$ cat src/hw/rtl/mcu_link_framer_deframer_assert.svh
// ---------------------------------------------------------------------------
// mcu link framer/deframer assertion macros
// concurrent assertion wrappers, clocked on clk and disabled in reset
// ---------------------------------------------------------------------------
`ifndef MCU_LINK_FRAMER_DEFRAMER_ASSERT_SVH
`define MCU_LINK_FRAMER_DEFRAMER_ASSERT_SVH

`ifndef NO_ASSERTIONS

// condition must hold at every edge out of reset
`define MLD_ASSERT_HOLDS(lbl, expr, msg) \
  lbl: assert property (@(posedge clk) disable iff (!rst_n) (expr)) else $error(msg);

// consequent must hold in the cycle after the antecedent
`define MLD_ASSERT_NEXT(lbl, ante, cons, msg) \
  lbl: assert property (@(posedge clk) disable iff (!rst_n) (ante) |=> (cons)) \
    else $error(msg);

`else

`define MLD_ASSERT_HOLDS(lbl, expr, msg)
`define MLD_ASSERT_NEXT(lbl, ante, cons, msg)

`endif

`endif

$ cat src/hw/rtl/mld_pkg.sv
// ---------------------------------------------------------------------------
// mld_pkg
// shared types, codes and helpers of the mcu link framer/deframer
// ---------------------------------------------------------------------------
package mld_pkg;

  localparam int MLD_QUEUE_DEPTH = 4;
  localparam int MLD_NUM_WORDS   = 6;

  // command codes
  localparam logic [1:0] CMD_MOTOR  = 2'd0;
  localparam logic [1:0] CMD_SENSOR = 2'd1;
  localparam logic [1:0] CMD_RX     = 2'd2;

  // frame constants
  localparam logic [7:0] FRAME_SOF   = 8'hFF;
  localparam logic [7:0] MOTOR_LEN   = 8'h0A;
  localparam logic [7:0] MOTOR_ID    = 8'h40;
  localparam logic [7:0] SENSOR_LEN  = 8'h04;
  localparam logic [7:0] SENSOR_ID   = 8'h41;
  localparam logic [4:0] ACK_RESP_LEN    = 5'd4;
  localparam logic [4:0] SENSOR_RESP_LEN = 5'd22;
  localparam logic [3:0] MAX_ERR_RESET   = 4'd5;

  typedef enum logic [1:0] {
    ST_OK      = 2'd0,
    ST_ECHO    = 2'd1,
    ST_BAD_SUM = 2'd2,
    ST_FAULT   = 2'd3
  } status_t;

  typedef enum logic [1:0] {
    JOB_MOTOR  = 2'd0,
    JOB_SENSOR = 2'd1,
    JOB_REPORT = 2'd2
  } job_kind_t;

  typedef struct packed {
    job_kind_t                          kind;
    status_t                            status;
    logic [MLD_NUM_WORDS-1:0][15:0]     word;
  } job_t;

  // clip to +-1.0 then scale by 32767/32768 toward zero, which is s - sign(s)
  function automatic logic [15:0] scale_ref(input logic signed [17:0] raw);
    logic signed [17:0] s;
    s = raw;
    if (s > 18'sd32768) s = 18'sd32768;
    if (s < -18'sd32768) s = -18'sd32768;
    if (s > 18'sd0) s = s - 18'sd1;
    else if (s < 18'sd0) s = s + 18'sd1;
    return s[15:0];
  endfunction

  function automatic logic [7:0] motor_check(input logic [MLD_NUM_WORDS-1:0][15:0] w);
    logic [7:0] sum;
    sum = FRAME_SOF + MOTOR_LEN + MOTOR_ID;
    for (int i = 0; i < 3; i++) begin
      sum = sum + w[i][15:8] + w[i][7:0];
    end
    return 8'd0 - sum;
  endfunction

  localparam logic [7:0] SENSOR_CHECK = 8'd0 - (FRAME_SOF + SENSOR_LEN + SENSOR_ID);

endpackage

$ cat src/hw/rtl/mld_front.sv
// ---------------------------------------------------------------------------
// mld_front
// accepts items, tracks the pending response and queues frame/report jobs
// ---------------------------------------------------------------------------
module mld_front
  import mld_pkg::*;
(
  input  logic               clk,
  input  logic               rst_n,
  input  logic               cfg_we,
  input  logic [3:0]         cfg_max_checksum_errors,
  input  logic               in_push,
  input  logic               q_full,
  input  logic [1:0]         in_command,
  input  logic signed [17:0] in_ref_a,
  input  logic signed [17:0] in_ref_b,
  input  logic signed [17:0] in_ref_c,
  input  logic [7:0]         in_rx_byte,
  output logic               q_push,
  output job_t               q_job
);

  typedef enum logic [1:0] {
    AW_IDLE   = 2'd0,
    AW_ACK    = 2'd1,
    AW_SENSOR = 2'd2
  } await_t;

  await_t                         await_r, await_nxt;
  logic [4:0]                     seen_r, seen_nxt;
  logic [7:0]                     sum_r, sum_nxt;
  logic [7:0]                     hold_r, hold_nxt;
  logic [MLD_NUM_WORDS-1:0][15:0] sample_r, sample_nxt;
  logic                           echo_r, echo_nxt;
  logic [3:0]                     bad_cnt_r, bad_cnt_nxt;
  logic [3:0]                     max_err_r;

  logic       accept;
  logic       sensor;
  logic [4:0] need;
  logic [4:0] off;
  logic [2:0] widx;
  status_t    st;

  assign accept = in_push && !q_full;
  assign sensor = (await_r == AW_SENSOR);
  assign need   = sensor ? SENSOR_RESP_LEN : ACK_RESP_LEN;
  assign off    = seen_r - 5'd4;
  assign widx   = off[3:1];

  always_comb begin
    await_nxt   = await_r;
    seen_nxt    = seen_r;
    sum_nxt     = sum_r;
    hold_nxt    = hold_r;
    sample_nxt  = sample_r;
    echo_nxt    = echo_r;
    bad_cnt_nxt = bad_cnt_r;
    st          = ST_OK;
    q_push      = 1'b0;
    q_job       = '0;
    if (accept) begin
      unique case (in_command)
        CMD_MOTOR: begin
          await_nxt   = AW_ACK;
          seen_nxt    = '0;
          sum_nxt     = '0;
          echo_nxt    = 1'b1;
          q_push      = 1'b1;
          q_job.kind  = JOB_MOTOR;
          q_job.word[0] = scale_ref(in_ref_a);
          q_job.word[1] = scale_ref(in_ref_b);
          q_job.word[2] = scale_ref(in_ref_c);
        end
        CMD_SENSOR: begin
          await_nxt  = AW_SENSOR;
          seen_nxt   = '0;
          sum_nxt    = '0;
          echo_nxt   = 1'b1;
          q_push     = 1'b1;
          q_job.kind = JOB_SENSOR;
        end
        CMD_RX: begin
          if (await_r != AW_IDLE) begin
            sum_nxt = sum_r + in_rx_byte;
            if (sensor) begin
              if (seen_r == 5'd2 && in_rx_byte != SENSOR_ID) echo_nxt = 1'b0;
              if (seen_r >= 5'd3 && seen_r <= 5'd14) begin
                if (seen_r[0]) hold_nxt = in_rx_byte;
                else sample_nxt[widx] = {hold_r, in_rx_byte};
              end
            end
            seen_nxt = seen_r + 5'd1;
            if (seen_nxt >= need) begin
              if (sum_nxt == 8'd0) begin
                bad_cnt_nxt = '0;
                st          = ST_OK;
              end else begin
                st = (bad_cnt_r >= max_err_r) ? ST_FAULT : ST_BAD_SUM;
                if (bad_cnt_r != 4'hF) bad_cnt_nxt = bad_cnt_r + 4'd1;
              end
              if (sensor && !echo_nxt) st = ST_ECHO;
              q_push       = 1'b1;
              q_job.kind   = JOB_REPORT;
              q_job.status = st;
              if (sensor) q_job.word = sample_nxt;
              await_nxt = AW_IDLE;
              seen_nxt  = '0;
              sum_nxt   = '0;
            end
          end
        end
        default: begin
        end
      endcase
    end
  end

  always_ff @(posedge clk) begin
    if (!rst_n) begin
      await_r   <= AW_IDLE;
      seen_r    <= '0;
      sum_r     <= '0;
      hold_r    <= '0;
      sample_r  <= '0;
      echo_r    <= 1'b1;
      bad_cnt_r <= '0;
      max_err_r <= MAX_ERR_RESET;
    end else begin
      await_r   <= await_nxt;
      seen_r    <= seen_nxt;
      sum_r     <= sum_nxt;
      hold_r    <= hold_nxt;
      sample_r  <= sample_nxt;
      echo_r    <= echo_nxt;
      bad_cnt_r <= bad_cnt_nxt;
      if (cfg_we) max_err_r <= cfg_max_checksum_errors;
    end
  end

endmodule

$ cat src/hw/rtl/mld_queue.sv
// ---------------------------------------------------------------------------
// mld_queue
// short job queue between the front and the frame expander
// ---------------------------------------------------------------------------
module mld_queue
  import mld_pkg::*;
#(
  parameter int DEPTH = MLD_QUEUE_DEPTH
) (
  input  logic clk,
  input  logic rst_n,
  input  logic push,
  input  job_t push_job,
  input  logic pop,
  output logic full,
  output logic empty,
  output job_t head
);

  localparam int PW = (DEPTH > 1) ? $clog2(DEPTH) : 1;
  localparam int CW = $clog2(DEPTH + 1);
  localparam logic [PW-1:0] LAST_PTR = PW'(DEPTH - 1);
  localparam logic [CW-1:0] FULL_CNT = CW'(DEPTH);

  job_t          slot_r [DEPTH];
  logic [PW-1:0] wr_ptr_r, rd_ptr_r;
  logic [CW-1:0] count_r;
  logic          do_push, do_pop;

  assign full    = (count_r == FULL_CNT);
  assign empty   = (count_r == '0);
  assign head    = slot_r[rd_ptr_r];
  assign do_push = push && !full;
  assign do_pop  = pop && !empty;

  always_ff @(posedge clk) begin
    if (do_push) slot_r[wr_ptr_r] <= push_job;
  end

  always_ff @(posedge clk) begin
    if (!rst_n) begin
      wr_ptr_r <= '0;
      rd_ptr_r <= '0;
      count_r  <= '0;
    end else begin
      if (do_push) wr_ptr_r <= (wr_ptr_r == LAST_PTR) ? '0 : wr_ptr_r + PW'(1);
      if (do_pop)  rd_ptr_r <= (rd_ptr_r == LAST_PTR) ? '0 : rd_ptr_r + PW'(1);
      if (do_push && !do_pop) count_r <= count_r + CW'(1);
      else if (do_pop && !do_push) count_r <= count_r - CW'(1);
    end
  end

endmodule

$ cat src/hw/rtl/mld_back.sv
// ---------------------------------------------------------------------------
// mld_back
// expands queued jobs into frame bytes and reports behind an output register
// ---------------------------------------------------------------------------
module mld_back
  import mld_pkg::*;
(
  input  logic               clk,
  input  logic               rst_n,
  input  logic               q_empty,
  input  job_t               q_head,
  output logic               q_pop,
  input  logic               out_pop,
  output logic               out_empty,
  output logic               out_result_kind,
  output logic [7:0]         out_tx_byte,
  output logic               out_tx_last,
  output logic [1:0]         out_status,
  output logic signed [15:0] out_gyro_x,
  output logic signed [15:0] out_gyro_y,
  output logic signed [15:0] out_gyro_z,
  output logic signed [15:0] out_accel_x,
  output logic signed [15:0] out_accel_y,
  output logic signed [15:0] out_accel_z
);

`include "mcu_link_framer_deframer_assert.svh"

  logic [3:0]                     pos_r;
  logic                           valid_r;
  logic                           kind_r;
  logic [7:0]                     byte_r;
  logic                           last_r;
  status_t                        status_r;
  logic [MLD_NUM_WORDS-1:0][15:0] sample_r;

  logic       load;
  logic [3:0] len;
  logic       is_last;
  logic [7:0] byte_sel;

  assign load    = (!valid_r || out_pop) && !q_empty;
  assign is_last = (pos_r == len - 4'd1);
  assign q_pop   = load && is_last;

  always_comb begin
    len      = 4'd1;
    byte_sel = '0;
    unique case (q_head.kind)
      JOB_MOTOR: begin
        len = 4'd10;
        unique case (pos_r)
          4'd0:    byte_sel = FRAME_SOF;
          4'd1:    byte_sel = MOTOR_LEN;
          4'd2:    byte_sel = MOTOR_ID;
          4'd3:    byte_sel = q_head.word[0][15:8];
          4'd4:    byte_sel = q_head.word[0][7:0];
          4'd5:    byte_sel = q_head.word[1][15:8];
          4'd6:    byte_sel = q_head.word[1][7:0];
          4'd7:    byte_sel = q_head.word[2][15:8];
          4'd8:    byte_sel = q_head.word[2][7:0];
          default: byte_sel = motor_check(q_head.word);
        endcase
      end
      JOB_SENSOR: begin
        len = 4'd4;
        unique case (pos_r)
          4'd0:    byte_sel = FRAME_SOF;
          4'd1:    byte_sel = SENSOR_LEN;
          4'd2:    byte_sel = SENSOR_ID;
          default: byte_sel = SENSOR_CHECK;
        endcase
      end
      default: begin
        len      = 4'd1;
        byte_sel = '0;
      end
    endcase
  end

  always_ff @(posedge clk) begin
    if (!rst_n) begin
      valid_r <= 1'b0;
      pos_r   <= '0;
    end else begin
      if (load) begin
        valid_r <= 1'b1;
        pos_r   <= is_last ? '0 : pos_r + 4'd1;
      end else if (out_pop) begin
        valid_r <= 1'b0;
      end
    end
  end

  always_ff @(posedge clk) begin
    if (load) begin
      if (q_head.kind == JOB_REPORT) begin
        kind_r   <= 1'b1;
        byte_r   <= '0;
        last_r   <= 1'b0;
        status_r <= q_head.status;
        sample_r <= q_head.word;
      end else begin
        kind_r   <= 1'b0;
        byte_r   <= byte_sel;
        last_r   <= is_last;
        status_r <= ST_OK;
        sample_r <= '0;
      end
    end
  end

  assign out_empty       = !valid_r;
  assign out_result_kind = kind_r;
  assign out_tx_byte     = byte_r;
  assign out_tx_last     = last_r;
  assign out_status      = status_r;
  assign out_gyro_x      = sample_r[0];
  assign out_gyro_y      = sample_r[1];
  assign out_gyro_z      = sample_r[2];
  assign out_accel_x     = sample_r[3];
  assign out_accel_y     = sample_r[4];
  assign out_accel_z     = sample_r[5];

  // a partly sent frame keeps its job at the queue head
  `MLD_ASSERT_HOLDS(a_mid_frame_job, (pos_r == 4'd0) || !q_empty, "frame job lost mid-frame")
  `MLD_ASSERT_HOLDS(a_pos_in_frame, q_empty || (pos_r < len), "byte position past frame end")
  `MLD_ASSERT_HOLDS(a_report_no_last, !(valid_r && kind_r && last_r), "report marked frame end")
  `MLD_ASSERT_NEXT(a_last_wraps, load && is_last, (pos_r == 4'd0) && valid_r,
                   "frame end did not restart position")

endmodule

$ cat src/hw/rtl/mcu_link_framer_deframer.sv
// ---------------------------------------------------------------------------
// mcu_link_framer_deframer
// link framer and deframer for the motor-and-imu controller
// ---------------------------------------------------------------------------
// input channel: push/full, one word per accepted item; command 0 sends
//   motor references, 1 requests sensor data, 2 delivers one received byte
// result channel: empty/pop; each word is a transmit byte (result_kind 0)
//   or a response report (result_kind 1) with status and six samples
// configuration: cfg_we writes max_checksum_errors at once
// the front takes one item per cycle while the job queue has room; it
//   updates the response tracker and queues a frame or report job
// the back expands each job into words: 10 for a motor frame, 4 for a
//   sensor request and 1 for a report, one word per cycle unless stalled
// the first result passes the job queue and then the output register
// unstalled output is one word per cycle, so a motor command holds the back
//   for its 10 words and the queue depth sets how far input runs ahead
// when the receiver stalls the output register holds its word, the queue
//   fills and full rises; bytes are never dropped
// reset empties the queue and output, clears the tracker and sets
//   max_checksum_errors to 5
// ---------------------------------------------------------------------------
module mcu_link_framer_deframer
  import mld_pkg::*;
#(
  parameter int QUEUE_DEPTH = MLD_QUEUE_DEPTH
) (
  input  logic               clk,
  input  logic               rst_n,
  input  logic               cfg_we,
  input  logic [3:0]         cfg_max_checksum_errors,
  input  logic               in_push,
  output logic               in_full,
  input  logic [1:0]         in_command,
  input  logic signed [17:0] in_ref_a,
  input  logic signed [17:0] in_ref_b,
  input  logic signed [17:0] in_ref_c,
  input  logic [7:0]         in_rx_byte,
  output logic               out_empty,
  input  logic               out_pop,
  output logic               out_result_kind,
  output logic [7:0]         out_tx_byte,
  output logic               out_tx_last,
  output logic [1:0]         out_status,
  output logic signed [15:0] out_gyro_x,
  output logic signed [15:0] out_gyro_y,
  output logic signed [15:0] out_gyro_z,
  output logic signed [15:0] out_accel_x,
  output logic signed [15:0] out_accel_y,
  output logic signed [15:0] out_accel_z
);

  logic q_push, q_pop, q_full, q_empty;
  job_t q_job, q_head;

  assign in_full = q_full;

  mld_front u_front (
    .clk                     (clk),
    .rst_n                   (rst_n),
    .cfg_we                  (cfg_we),
    .cfg_max_checksum_errors (cfg_max_checksum_errors),
    .in_push                 (in_push),
    .q_full                  (q_full),
    .in_command              (in_command),
    .in_ref_a                (in_ref_a),
    .in_ref_b                (in_ref_b),
    .in_ref_c                (in_ref_c),
    .in_rx_byte              (in_rx_byte),
    .q_push                  (q_push),
    .q_job                   (q_job)
  );

  mld_queue #(
    .DEPTH (QUEUE_DEPTH)
  ) u_queue (
    .clk      (clk),
    .rst_n    (rst_n),
    .push     (q_push),
    .push_job (q_job),
    .pop      (q_pop),
    .full     (q_full),
    .empty    (q_empty),
    .head     (q_head)
  );

  mld_back u_back (
    .clk             (clk),
    .rst_n           (rst_n),
    .q_empty         (q_empty),
    .q_head          (q_head),
    .q_pop           (q_pop),
    .out_pop         (out_pop),
    .out_empty       (out_empty),
    .out_result_kind (out_result_kind),
    .out_tx_byte     (out_tx_byte),
    .out_tx_last     (out_tx_last),
    .out_status      (out_status),
    .out_gyro_x      (out_gyro_x),
    .out_gyro_y      (out_gyro_y),
    .out_gyro_z      (out_gyro_z),
    .out_accel_x     (out_accel_x),
    .out_accel_y     (out_accel_y),
    .out_accel_z     (out_accel_z)
  );

endmodule
$ cat config.mk
export PLATFORM = sky130hd
export DESIGN_NAME = mcu_link_framer_deframer
export DESIGN_NICKNAME = d
export VERILOG_FILES = /design/src/hw/rtl/mld_pkg.sv /design/src/hw/rtl/mld_front.sv /design/src/hw/rtl/mld_queue.sv /design/src/hw/rtl/mld_back.sv /design/src/hw/rtl/mcu_link_framer_deframer.sv
export VERILOG_INCLUDE_DIRS = /design/src /design/src/hw/rtl
export SDC_FILE = /design/constraint.sdc
export NUM_CORES = 1
export LEC_CHECK = 0
export ABC_AREA = 0
export BUFFER_PORTS_ARGS = -buffer_cell sky130_fd_sc_hd__clkbuf_2
export CAP_MARGIN = 5
export CORE_MARGIN = 1
export CORE_UTILIZATION = 55
export DETAILED_ROUTE_END_ITERATION = 8
export PLACE_DENSITY = 0.85
export SLEW_MARGIN = 20
export SYNTH_ARGS = -nofsm -noshare
export SYNTH_HDL_FRONTEND = slang
export SYNTH_SLANG_ARGS = --single-unit
$ cat constraint.sdc
create_clock -name clk -period 8.15 [get_ports clk]
set_input_delay 0.815 -clock clk [delete_from_list [all_inputs] [get_ports clk]]
set_output_delay 0.815 -clock clk [all_outputs]
set_load 0.1 [all_outputs]
==> out/summary.txt <==
synthesized area per cell -> 12.54 um^2
I/O Pins -> 183
post-synth top area share -> 50.50%
# hold bufs at CTS -> 0
Hold/Removal Path Class -> primary input to register
Period minus WS final -> 5.387 ns
Buf/Inv on CP -> 2
first-pass GRT wire length -> 122,500 um
Antenna Nets Post-Route -> 0
Crit path max-delay family -> adder cells
worst setup path category -> register to register
Yosys reg bits -> 650
CTS Root Cell -> clkbuf_16
Final HPWL DP -> 53,080 um
Die ar. -> 55,860 um^2
total power -> 12.80 mW
1st-pass router iterations -> 7
skew final -> 0.03310 ns
DIE WIDTH -> 236.4 um
clock buffer count from CTS -> 67
WL final -> 81,460 um
area leader, netlist -> edfxtp_1
layout cells sized above 1 -> 17.27%
Final nets -> 2,687
crit-path max FO -> 38
Worst path slowest cell -> dfxtp_4
Crit path required time -> 8.48 ns
RSZ-0062 raised after global routing -> false
post-cts sizing count -> 0
sequential element share of the synthesized area -> 59.91%
synth top area cells -> edfxtp_1 50%, dfxtp_1 9.4%, mux4_2 7.5%
area of the core -> 54,030 um^2
crit-path cells -> buf_4, mux4_2, fa_1, inv_1, fa_1, fa_1, fa_1, ha_1, a21oi_1, o21bai_1, a21oi_1, xnor2_1, nor2_1, o21ai_0
slowest stage delay, CP -> 0.87 ns
Synth cell types -> 89
FFs w/ async S/R, synth -> 0%
crit end category -> register
Post-Syn Area -> 30,210 um^2
Yosys warning total -> 0
slew margin rel. -> 17.28%
final setup vio count -> 0
vias per cell -> 6.434
initial drt markers -> 2,547
DR vias -> 21,130
largest net degree at the start of global routing -> 70
Syn Nets -> 2,561
cell leakage power -> 11.82 nW
Slew @ Worst Pin -> 1.237 ns
period utilization -> 66.10%
PwrDens -> 378.4 nW/um^2
Post-synth top flop -> edfxtp_1
GPL Wtd Cong -> 0.9046
CP dominant cell by count -> fa_1
CP Launch Type -> register
die height -> 236.4 um
critical path arrival -> 5.72 ns
Setup Slack @ Placement -> 2.731 ns
outcome -> complete, no violations
Initial Util -> 55.91%
Worst VDD drop -> 0.7929 mV
worst skew pair latency -> 0.62 ns
Fillers -> 3,842
Max-Cap Viols -> 0
std cell rows -> 85
initial antenna violation count -> 0
vias in the first global route -> 20,680
n_diodes -> 0
largest buffer count on any clock path -> 3
total gr overflow -> 0
Sink Count -> 650
GRT Resource Usage Total -> 29.03%
IO Port Bufs -> 182
H-tree depth -> 3
Cells after Synth -> 2,408
# Post-CTS Setup Buffers -> 0
total negative slack -> 0 ns
Final Hold Viols -> 0
CTS tree -> done
drc violations -> 0
Post-synth EDFFs -> 508
Clk pin slew, worst setup/hold paths -> 0.06 ns
fmax -> 185.6 MHz
pins over their slew limit -> 0
setup ws final -> 2.763 ns
Area Growth Syn to Fin -> 11.95%
WL/cell -> 24.81 um
## kinds of logic after synthesis
kind of cell / count (synthesis) / synth area share (%)
simple gates: 785 / 12.48
buf+inv: 228 / 3.003
mux: 186 / 10.31
compound gates: 437 / 9.042
flops: 650 / 59.91
fa+ha+maj: 80 / 3.985
xor+xnor: 42 / 1.263
## report_power, final
group          internal, mW  switching (mW)
sequential             4.08           0.183
combinational          1.52            3.94
clock                  1.76            1.31
total                  7.36            5.44
## layout make-up
cell class              count  area [um^2]  share of cell area, %
clock buffers              87         1817                  5.372
flip-flops and latches    650        18100                  53.54
clock inverters            36        385.4                  1.140
multi-input cells        1530        11260                  33.30
inverters                  82        309.0                 0.9138
repair buffers            203         1069                  3.160
well taps                 696        870.8                  2.575
## through the flow
step                      instance area (um^2)  utilization (%)  cells  hold WS, ns
after floorplan                          30210                -   2408       0.4329
after global placement                   31590            58.47   3161       0.4403
after detailed placement                 31600            58.48   3161       0.4465
after CTS                                33800            62.56   3284       0.4045
after global routing                     33820            62.60   3284       0.4390
final                                    33820            62.60   3284       0.4205
## state kept, by name, indices dropped and copies added, names as in the netlist, named ones only
name	flops
u_back.out_accel_x	16
u_back.out_accel_y	16
u_back.out_accel_z	16
u_back.out_gyro_x	16
u_back.out_gyro_y	16
u_back.out_gyro_z	16
u_back.out_result_kind	1
u_back.out_status	2
u_back.out_tx_byte	8
u_back.out_tx_last	1
u_back.pos_r	4
u_back.valid_r	1
u_front.await_r	2
u_front.bad_cnt_r	4
u_front.echo_r	1
u_front.hold_r	8
u_front.max_err_r	4
u_front.sample_r	96
u_front.seen_r	5
u_front.sum_r	8
u_queue.count_r	3
u_queue.rd_ptr_r	2
u_queue.slot_r	400
u_queue.wr_ptr_r	2
## final timing paths
path / startpoint / end / slack [ns] / depth (start not counted)
hold / removal: cfg_max_checksum_errors[2] / u_front.max_err_r[2] / 0.42 / 3
setup / recovery: register / u_back.out_tx_byte[7] / 2.76 / 14
setup reg to reg: register / u_back.out_tx_byte[7] / 2.76 / 14
hold reg to reg: u_front.sample_r[2] / u_front.sample_r[2] / 0.46 / 2
## synth_stat cells (12+ instances only)
cell	count
a211oi_1	15
a22oi_1	12
nor2_1	134
o22ai_1	27
inv_1	79
a21oi_1	192
mux2i_1	84
xnor2_1	26
fa_1	27
and2_1	112
ha_1	53
mux4_2	100
o21ai_0	61
nor3_1	28
and3_1	14
edfxtp_1	508
nor4_1	12
nand2_1	332
xor2_1	15
nand3_1	54
buf_2	31
o211ai_1	12
nor2b_1	15
nand4_1	12
clkbuf_1	106
dfxtp_1	142
## tightest hold or removal path, cell delays in order
cell,delay (ns)
clkbuf_2,0.08
nand2_1,0.04
o211ai_1,0.06
## metal layers
| metal | GRT usage (%) | share of wire (%) | vias up | wire, um |
|---|---|---|---|---|
| met4 | 12.48 | 4.0 | 0 | 3298 |
| met2 | 46.45 | 47 | 1398 | 38590 |
| met1 | 38.88 | 38 | 10320 | 31000 |
| met3 | 5.594 | 11 | 231 | 8573 |
| met5 | 0 | 0 | - | 0 |
| li1 | - | - | 9184 | - |
## placed cells by master, fill, tap and decap left out, types with 26 or more instances in the layout
cell       count
edfxtp_1     508
nand2_1      330
a21oi_1      191
clkbuf_2     184
dfxtp_1      140
nor2_1       132
and2_1       108
mux4_2       100
mux2i_1       84
inv_1         79
clkbuf_16     69
o21ai_0       61
nand3_1       54
ha_1          53
nor3_1        27
o22ai_1       27
fa_1          27
xnor2_1       26
Note: power is estimated with default switching activity, not from simulation.
